File: src/rtl/cga_pkg.sv
// Shared types, constants and helper functions of the compact genetic search engine.
package cga_pkg;

  localparam int MAX_GENES = 32;
  localparam int PROB_BITS = 16;
  localparam int PW        = PROB_BITS + 1;
  localparam int CAND_BITS = 32;
  localparam int LFSR_W    = 16;
  localparam int GENES_W   = 6;
  localparam int CFG_W     = 16;
  localparam int COST_W    = 32;
  localparam int ITER_W    = 16;

  typedef logic [PW-1:0]      prob_t;
  typedef logic [LFSR_W-1:0]  lfsr_t;
  typedef logic [GENES_W-1:0] lane_t;

  localparam prob_t PROB_ONE  = prob_t'(1) << PROB_BITS;
  localparam prob_t PROB_HALF = prob_t'(1) << (PROB_BITS - 1);
  localparam lfsr_t LFSR_MASK = 16'hB400;

  // Operation codes.
  localparam logic OP_RESTART  = 1'b0;
  localparam logic OP_EVALUATE = 1'b1;

  // Configuration register indexes.
  localparam logic [1:0] REG_STEP  = 2'd0;
  localparam logic [1:0] REG_LIMIT = 2'd1;
  localparam logic [1:0] REG_GENES = 2'd2;
  localparam logic [1:0] REG_SEED  = 2'd3;

  // Configuration reset values.
  localparam logic [CFG_W-1:0]   RESET_STEP  = 16'd655;
  localparam logic [ITER_W-1:0]  RESET_LIMIT = 16'd1000;
  localparam logic [GENES_W-1:0] RESET_GENES = 6'd32;
  localparam lfsr_t              RESET_SEED  = 16'd44257;

  typedef enum logic [1:0] {
    ST_PAIR      = 2'd0,
    ST_CONVERGED = 2'd1,
    ST_LIMIT     = 2'd2,
    ST_IGNORED   = 2'd3
  } cga_status_t;

  typedef struct packed {
    logic               operation;
    logic signed [31:0] cost_first;
    logic signed [31:0] cost_second;
  } cga_in_t;

  typedef struct packed {
    logic [31:0] candidate_a;
    logic [31:0] candidate_b;
    cga_status_t status;
    logic [15:0] iterations;
  } cga_out_t;

  // Control broadcast from the sequencer to every cell of the row.
  typedef struct packed {
    logic  load;    // restart: reload generators, probabilities to one half
    logic  update;  // tournament: move probabilities toward the winner
    prob_t delta;   // step in probability scale
    lfsr_t seed;
  } cga_ctrl_t;

  // Scales a 16-bit fraction to the probability scale.
  function automatic prob_t prob_scale(input lfsr_t x);
    logic [LFSR_W+PROB_BITS-1:0] wide;
    begin
      wide = {x, {PROB_BITS{1'b0}}};
      return prob_t'(wide[LFSR_W+PROB_BITS-1:LFSR_W]);
    end
  endfunction

  // One step of the Galois LFSR with taps 16, 14, 13 and 11.
  function automatic lfsr_t lfsr_advance(input lfsr_t s);
    begin
      return s[0] ? ((s >> 1) ^ LFSR_MASK) : (s >> 1);
    end
  endfunction

endpackage

File: src/rtl/cga_cell.sv
// One gene lane: probability, lane generator, tournament update and sampling.
module cga_cell (
  input  logic               clk,
  input  logic               rst,
  input  cga_pkg::cga_ctrl_t ctrl,
  input  cga_pkg::lane_t     lane,
  input  logic               active,
  input  logic               win_bit,
  input  logic               lose_bit,
  input  logic               finish,
  input  logic               conv_in,
  output logic               conv_out,
  output logic               bit_a,
  output logic               bit_b
);
  import cga_pkg::*;

  prob_t prob;
  lfsr_t lfsr;

  prob_t moved;
  prob_t p_upd;
  logic [PW:0] sum;
  logic [PW:0] conv_sum;
  logic lane_conv;
  lfsr_t loaded;
  lfsr_t base;
  lfsr_t s1;
  lfsr_t s2;

  always_comb begin
    sum   = {1'b0, prob} + {1'b0, ctrl.delta};
    moved = prob;
    if (active && win_bit && !lose_bit) begin
      moved = (sum > {1'b0, PROB_ONE}) ? PROB_ONE : sum[PW-1:0];
    end else if (active && !win_bit && lose_bit) begin
      moved = (prob > ctrl.delta) ? (prob - ctrl.delta) : '0;
    end
    p_upd = ctrl.load ? PROB_HALF : moved;
  end

  // A lane has converged when it sits within one step of either end.
  always_comb begin
    conv_sum  = {1'b0, p_upd} + {1'b0, ctrl.delta};
    lane_conv = (conv_sum >= {1'b0, PROB_ONE}) || (p_upd <= ctrl.delta);
    conv_out  = conv_in & (!active | lane_conv);
  end

  always_comb begin
    loaded = ctrl.seed ^ lfsr_t'(lane);
    if (loaded == '0) begin
      loaded = lfsr_t'(1);
    end
    base  = ctrl.load ? loaded : lfsr;
    s1    = lfsr_advance(base);
    s2    = lfsr_advance(s1);
    bit_a = active && (prob_scale(s1) < p_upd);
    bit_b = active && (prob_scale(s2) < p_upd);
  end

  always_ff @(posedge clk) begin
    if (rst) begin
      prob <= PROB_HALF;
      lfsr <= RESET_SEED ^ lfsr_t'(lane);
    end else if (ctrl.load || ctrl.update) begin
      prob <= p_upd;
      if (active) begin
        lfsr <= finish ? s1 : s2;
      end else begin
        lfsr <= base;
      end
    end
  end

endmodule

File: config.mk
export PLATFORM = sky130hd
export DESIGN_NAME = cga_cell
export DESIGN_NICKNAME = d
export VERILOG_FILES = /design/src/rtl/cga_pkg.sv /design/src/rtl/cga_cell.sv
export SDC_FILE = /design/constraint.sdc
export NUM_CORES = 1
export LEC_CHECK = 0
export ABC_CLOCK_PERIOD_IN_PS = 12100
export BUFFER_PORTS_ARGS = -buffer_cell sky130_fd_sc_hd__buf_2
export CORE_MARGIN = 10
export CORE_UTILIZATION = 30
export CTS_CLUSTER_DIAMETER = 120
export CTS_CLUSTER_SIZE = 12
export DETAILED_ROUTE_END_ITERATION = 10
export PLACE_DENSITY_LB_ADDON = 0.05
export SYNTH_ARGS = -nofsm -noshare
export SYNTH_HDL_FRONTEND = slang
export SYNTH_SLANG_ARGS = --single-unit
File: constraint.sdc
create_clock -name clk -period 12.1 [get_ports clk]
set_input_delay 1.21 -clock clk [delete_from_list [all_inputs] [get_ports clk]]
set_output_delay 1.21 -clock clk [all_outputs]
set_load 0.02 [all_outputs]
==> results of run 1 <==
## registers in the layout, indices dropped and copies added, names as in the netlist
signal and flops:
prob 17, lfsr 16
## worst paths after layout
check / from / to / slack (ps) / depth (start not counted)
max reg2reg: prob[9] / prob[8] / 8290 / 9
min: lfsr[9] / lfsr[9] / 490 / 2
max: ctrl[25] / bit_a / 4010 / 21
min reg2reg: lfsr[9] / lfsr[9] / 490 / 2
## routing by layer
layer,vias up,share of wire [%]
li1,3051,-
met1,3013,46
met2,175,49
met3,18,4.5
met4,0,1.2
met5,-,0
## placed cells by master, fill, tap and decap left out, types with 18 or more instances in the layout
| cell | Yosys | final |
|---|---|---|
| dfxtp_1 | 21 | 21 |
| nor2_1 | 64 | 63 |
| xnor2_1 | 30 | 30 |
| nand2_1 | 43 | 43 |
| nor3_1 | 19 | 19 |
| inv_1 | 55 | 55 |
| o21ai_0 | 65 | 65 |
| ha_1 | 104 | 104 |
| buf_2 | 10 | 50 |
| a21o_1 | 18 | 18 |
| a21oi_1 | 61 | 61 |
| nor4_1 | 18 | 18 |
## cell families after synthesis
| logic type | Yosys count | share of synthesized area, % |
|---|---|---|
| xor+xnor | 36 | 5.09 |
| buf+inv | 96 | 6.21 |
| compound gates | 287 | 33.7 |
| mux | 15 | 2.57 |
| flops | 33 | 12.6 |
| fa+ha+maj | 106 | 21.7 |
| simple gates | 225 | 18.1 |
## through the flow
stage	power, mW	hold WS [ps]
finish	0.489	495
global route	0.525	524
CTS	0.496	494
detailed placement	0.341	484
global placement	0.339	479
floorplan	0.275	468
## power by group through the flow
stage | Clock [mW] | Combinational (mW) | Sequential (mW)
3_3_place_gp | 0 | 0.211 | 0.128
6_report | 0.149 | 0.214 | 0.126
3_5_place_dp | 0 | 0.212 | 0.129
2_1_floorplan | 0 | 0.148 | 0.127
5_1_grt | 0.159 | 0.239 | 0.127
4_1_cts | 0.156 | 0.214 | 0.126
## cell type report
class	instances	area, sq um
clock buffer	6	129
clock inverter	2	33.8
fill	2207	13500
inverter	57	214
multi-input combinational	669	5030
sequential	33	781
tap	270	338
timing repair buffer	55	288
## critical path, delay by kind of cell
kind	cells	cell delay, ps
adders and majority gates	2	890
and+or+nand+nor	5	1850
AOI/OAI and AO/OA	11	2570
buffers and inverters	3	350
==> qor.yml, run 1 <==
outcome: "finished clean"
grt_util_met1_pct: 21.9
finalWorstSetupSlack_ps: 4010
tns_ps: 0
cts_setup_buffers: 0
drc: 0
avgSynthCellArea_sq_um: 7.76
crit_fanout: 13
setup_viol: 0
slew_headroom_pct: 21.3
grtUsageMet2_pct: 29.9
pre_cts_ws_ps: 4120
core.rowCount: 52
switching_share_pct: 38.9
fin_crit_sh_pct: 66.9
yosysTopAreaCellShare_pct: 21.0
synthCells: 798
track_usage_pct: 17.1
cts.repair.resized: 0
grt_first_pass_wirelength_mm: 36.1
diodes: 0
yosys-top-cells-count: "ha_1 (104), o21ai_0 (65), nor2_1 (64), a21oi_1 (61), inv_1 (55)"
final-hold-violation-count: 0
peakVddDrop_mv: 0.0483
drt_wl_total_mm: 23.3
path_class: "in -> out"
power_density_nw_per_um2: 71.8
ioPinCount: 51
first_pass_iters: 5
finish.utilization_pct: 33.5
drv_slew: 0
synth.net_count: 952
grt-ovfl-total: 0
synth_top_area_cell: "ha_1"
stdcell_area_sq_um: 6810
p_leak_nw: 3.01
globalplace.congestion: 0.880
cts_root_buf: "clkbuf_16"
period_needed_ps: 8090
port_buffers: 50
layout-drive-gt1-share_pct: 11.7
rsz0062_at_grt: "false"
cts_sinks: 33
crit_top_cell: "a21o_1"
insertion_delay_ps: 280
ys_seq_elements: 33
cp_slowest_cell: "nor4_1"
yosys_warnings: 0
critPathCaptureType: "output pin"
drt_iter0_drc: 363
dp.cells: 1084
cts_tree: "built"
drv_cap: 0
area_growth_pct: 10.0
cts_hold_buffers: 0
synth-edff-count: 12
antenna_left: 0
synth_cell_types: 81
antenna_found_initial: 1
tightest_slew_ps: 1170
critical_path.max_stage_delay_ps: 910
dp_hpwl_mm: 19.0
arrival_ps: 6880
fin_cells: 1092
synth.area.top_cells: "ha_1 (21%), dfxtp_1 (6.8%), edfxtp_1 (5.8%)"
p_clk_share_pct: 30.5
dieHeight_um: 164
wl_per_cell_um: 21.3
p_switching_mw: 0.190
async_reset_ff_share_pct: 0
busiest_layer: "met2"
synth_area_sq_um: 6190
worstPathRequired_ps: 10890
path_cells: "buf_2, inv_1, ha_1, or2_4, or3_4, a211oi_4, nor4b_1, a311oi_1, nand3_1, nor4_1, o21ai_0, ha_1, a21o_1, a21o_1, a211oi_1, o21bai_1, a21o_1, a211o_1, o22ai_1, a211o_1, buf_2"
clk_path_buf_depth: 2
vias_per_cell: 5.73
min_path_type: "reg -> reg"
comb_power_share_pct: 43.7
grt_pass1_vias: 6248
core_area_sq_um: 20300
synth-seq-area-share_pct: 12.6
die_area_sq_um: 26800
worstSetupStartpointType: "primary input"
synthFlopType: "dfxtp_1"
dieWidth_um: 164
placed_area_sq_um: 6650
clk_pin_slew_ps: 60
htreeDepth: 2
start_util_pct: 30.5
p_int_mw: 0.299
clock_skew_ps: 5.85
numCtsBuffers: 5
yosysMostFrequentCell: "ha_1"
grt_max_degree: 46
nets: 975
vias: 6257
grtUsageMet3_pct: 1.94
power_frac_seq_pct: 25.8
max_freq_mhz: 124
No activity file was read; power rests on OpenSTA's default activity.
==> run 2: changes to the inputs <==
--- a/config.mk
+++ b/config.mk
@@ -5,7 +5,7 @@
 export SDC_FILE = /design/constraint.sdc
 export NUM_CORES = 1
 export LEC_CHECK = 0
-export ABC_CLOCK_PERIOD_IN_PS = 12100
+export ABC_CLOCK_PERIOD_IN_PS = 7450
 export BUFFER_PORTS_ARGS = -buffer_cell sky130_fd_sc_hd__buf_2
 export CORE_MARGIN = 10
 export CORE_UTILIZATION = 30
==> constraint.sdc (replaced) <==
create_clock -name clk -period 7.45 [get_ports clk]
set_input_delay 0.745 -clock clk [delete_from_list [all_inputs] [get_ports clk]]
set_output_delay 0.745 -clock clk [all_outputs]
set_load 0.02 [all_outputs]
==> run 2 against run 1 <==
Net effect: largest power group unchanged; via count up 0.29%; critical path depth unchanged; critical endpoint unchanged; routed wire length grew 0.59%; sequential share of layout area down 0.11 points; worst setup slack lost 3400 ps; die area stayed put; highest routed layer unchanged; clock-buffer cell count rose by 2.
==> qor.yml, run 2 (synthesis gave the netlist of run 1 again) <==
outcome: "finished clean"
n_fill_cell: 2255  # +2.2%
grt-ovfl-total: 0  # unchanged
tns_ps: 0  # unchanged
arrival_ps: 6110  # -770 ps
min_to: "lfsr[9]"
dieWidth_um: 164  # unchanged
crit_top_cell: "a21o_1"
start_util_pct: 30.5  # unchanged
vias_per_cell: 5.70  # -0.44%
clk_path_buf_depth: 2  # unchanged
diodes: 0  # unchanged
critical_path.max_stage_delay_ps: 730  # -180 ps
numCtsBuffers: 5  # unchanged
cts_tree: "built"
tightest_slew_ps: 910  # -261 ps
largest_register_ffs: 17  # unchanged
grt_max_degree: 32  # -30%
cts_hold_buffers: 0  # unchanged
ioPinCount: 51  # unchanged
first_pass_iters: 4  # -1
placed_area_sq_um: 6710  # +0.90%
period_needed_ps: 6860
drt_iter0_drc: 373  # +2.8%
cts_root_buf: "clkbuf_16"
power_density_nw_per_um2: 116  # +61%
grt_first_pass_wirelength_mm: 36.7  # +1.6%
holdPathStages: 2  # unchanged
drt_wl_total_mm: 23.4  # +0.59%
clock_skew_ps: 2.18  # -3.67 ps
rr_endpoint: "prob[9]"
worstPathRequired_ps: 6700  # -4190 ps
wl_per_cell_um: 21.3  # -0.14%
p_leak_nw: 3.05  # +1.4%
dp_hpwl_mm: 19.4  # +1.8%
r2r_cells: 10  # +1
antenna_left: 0  # unchanged
worstReg2RegStart: "prob[0]"
dieHeight_um: 164  # unchanged
finish.utilization_pct: 33.9  # +0.32 points
drv_cap: 0  # unchanged
final-hold-violation-count: 0  # unchanged
globalplace.congestion: 0.884  # +0.41%
track_usage_pct: 17.3  # +0.20 points
slew_headroom_pct: 37.8  # +17 points
min_path_type: "reg -> reg"
fin_crit_sh_pct: 92.0
setup_viol: 0  # unchanged
cts_setup_buffers: 0  # unchanged
path_cells: "buf_2, ha_1, fa_1, nor2b_1, o311ai_2, a211oi_1, a311oi_1, o311ai_1, or4_1, buf_4, a21o_1, ha_1, a21o_1, a21o_1, a211oi_1, o21bai_1, a21o_1, a211o_1, o22ai_1, a211o_1, buf_2"
grt_pass1_vias: 6491  # +3.9%
antenna_found_initial: 1  # unchanged
die_area_sq_um: 26800  # unchanged
core.rowCount: 52  # unchanged
drc: 0  # unchanged
layout_commonest_cell: "ha_1"
port_buffers: 50  # unchanged
cts.repair.resized: 0  # unchanged
regToRegSetupSlack_ps: 3760  # -4530 ps
layout-drive-gt1-share_pct: 12.7  # +0.97 points
core_area_sq_um: 20300  # unchanged
rsz0062_at_grt: "false"
top_regs: "prob: 17 flops, lfsr: 16 flops"
hold_start: "lfsr[9]"
insertion_delay_ps: 290  # about the same
stdcell_area_sq_um: 6880  # +0.96%
critPathCaptureType: "output pin"
nets: 983  # +0.82%
drv_slew: 0  # unchanged
most-common-layout-cells: "ha_1 (104), o21ai_0 (65), nor2_1 (63), a21oi_1 (61), inv_1 (55)"
cts_sinks: 33  # unchanged
area_growth_pct: 11.1
cp_slowest_cell: "or4_1"
top_register: "prob"
htreeDepth: 2  # unchanged
crit_fanout: 5  # -8
total_power_mw: 0.794  # +63%
peakVddDrop_mv: 0.0851  # +76%
max_freq_mhz: 146
worstSetupStartpointType: "primary input"
path_class: "in -> out"
vias: 6275  # +0.29%
clk_pin_slew_ps: 60  # about the same
## run 2: cell count changes in the layout (fill, tap and decap cells not counted)
cell	delta
buf_4	+8
bufinv_16	-1
clkbuf_16	+1
clkbuf_8	+1
clkinv_1	-1
## run 2: worst max path at each step
stage | start | endpoint | slack, ps
after floorplan | ctrl[16] | bit_a | 1660
after global placement | ctrl[16] | bit_a | 640
after detailed placement | ctrl[16] | bit_a | 610
after CTS | ctrl[16] | bit_a | 590
after global routing | ctrl[29] | bit_a | 270
final | ctrl[16] | bit_a | 590
## run 2: metal layers
layer	track usage, %	part of all wire (%)	vias up
met4	4.67	2.0	0
met1	21.9	45	3006
li1	-	-	3071
met3	1.99	4.5	26
met5	0	0	-
met2	30.1	48	172
## run 2: worst max-delay path: cells and delay by family
kind | cells | cell delay [ps]
AOI/OAI and AO/OA | 13 | 3050
and+or+nand+nor | 2 | 910
adders and majority gates | 3 | 850
buffers and inverters | 3 | 540
## run 2: stage by stage
step	worst slack (ps)	instances	hold slack, ps
after floorplan	1660	798	468
after global placement	636	1092	479
after detailed placement	614	1092	479
after CTS	594	1100	491
after global routing	272	1100	554
final	595	1100	495
## run 2: cell type report
type	count	area (sq um)	share of cell area, %
clock buffer	8	168	2.44
inverter	57	214	3.11
multi-input combinational	669	5030	73.1
sequential	33	781	11.4
tap	270	338	4.91
timing repair buffer	63	348	5.06
## run 2: report_power, final
part / switching [mW] / internal [mW]
registers: 0.00569 / 0.199
logic: 0.218 / 0.131
clock network: 0.0868 / 0.154
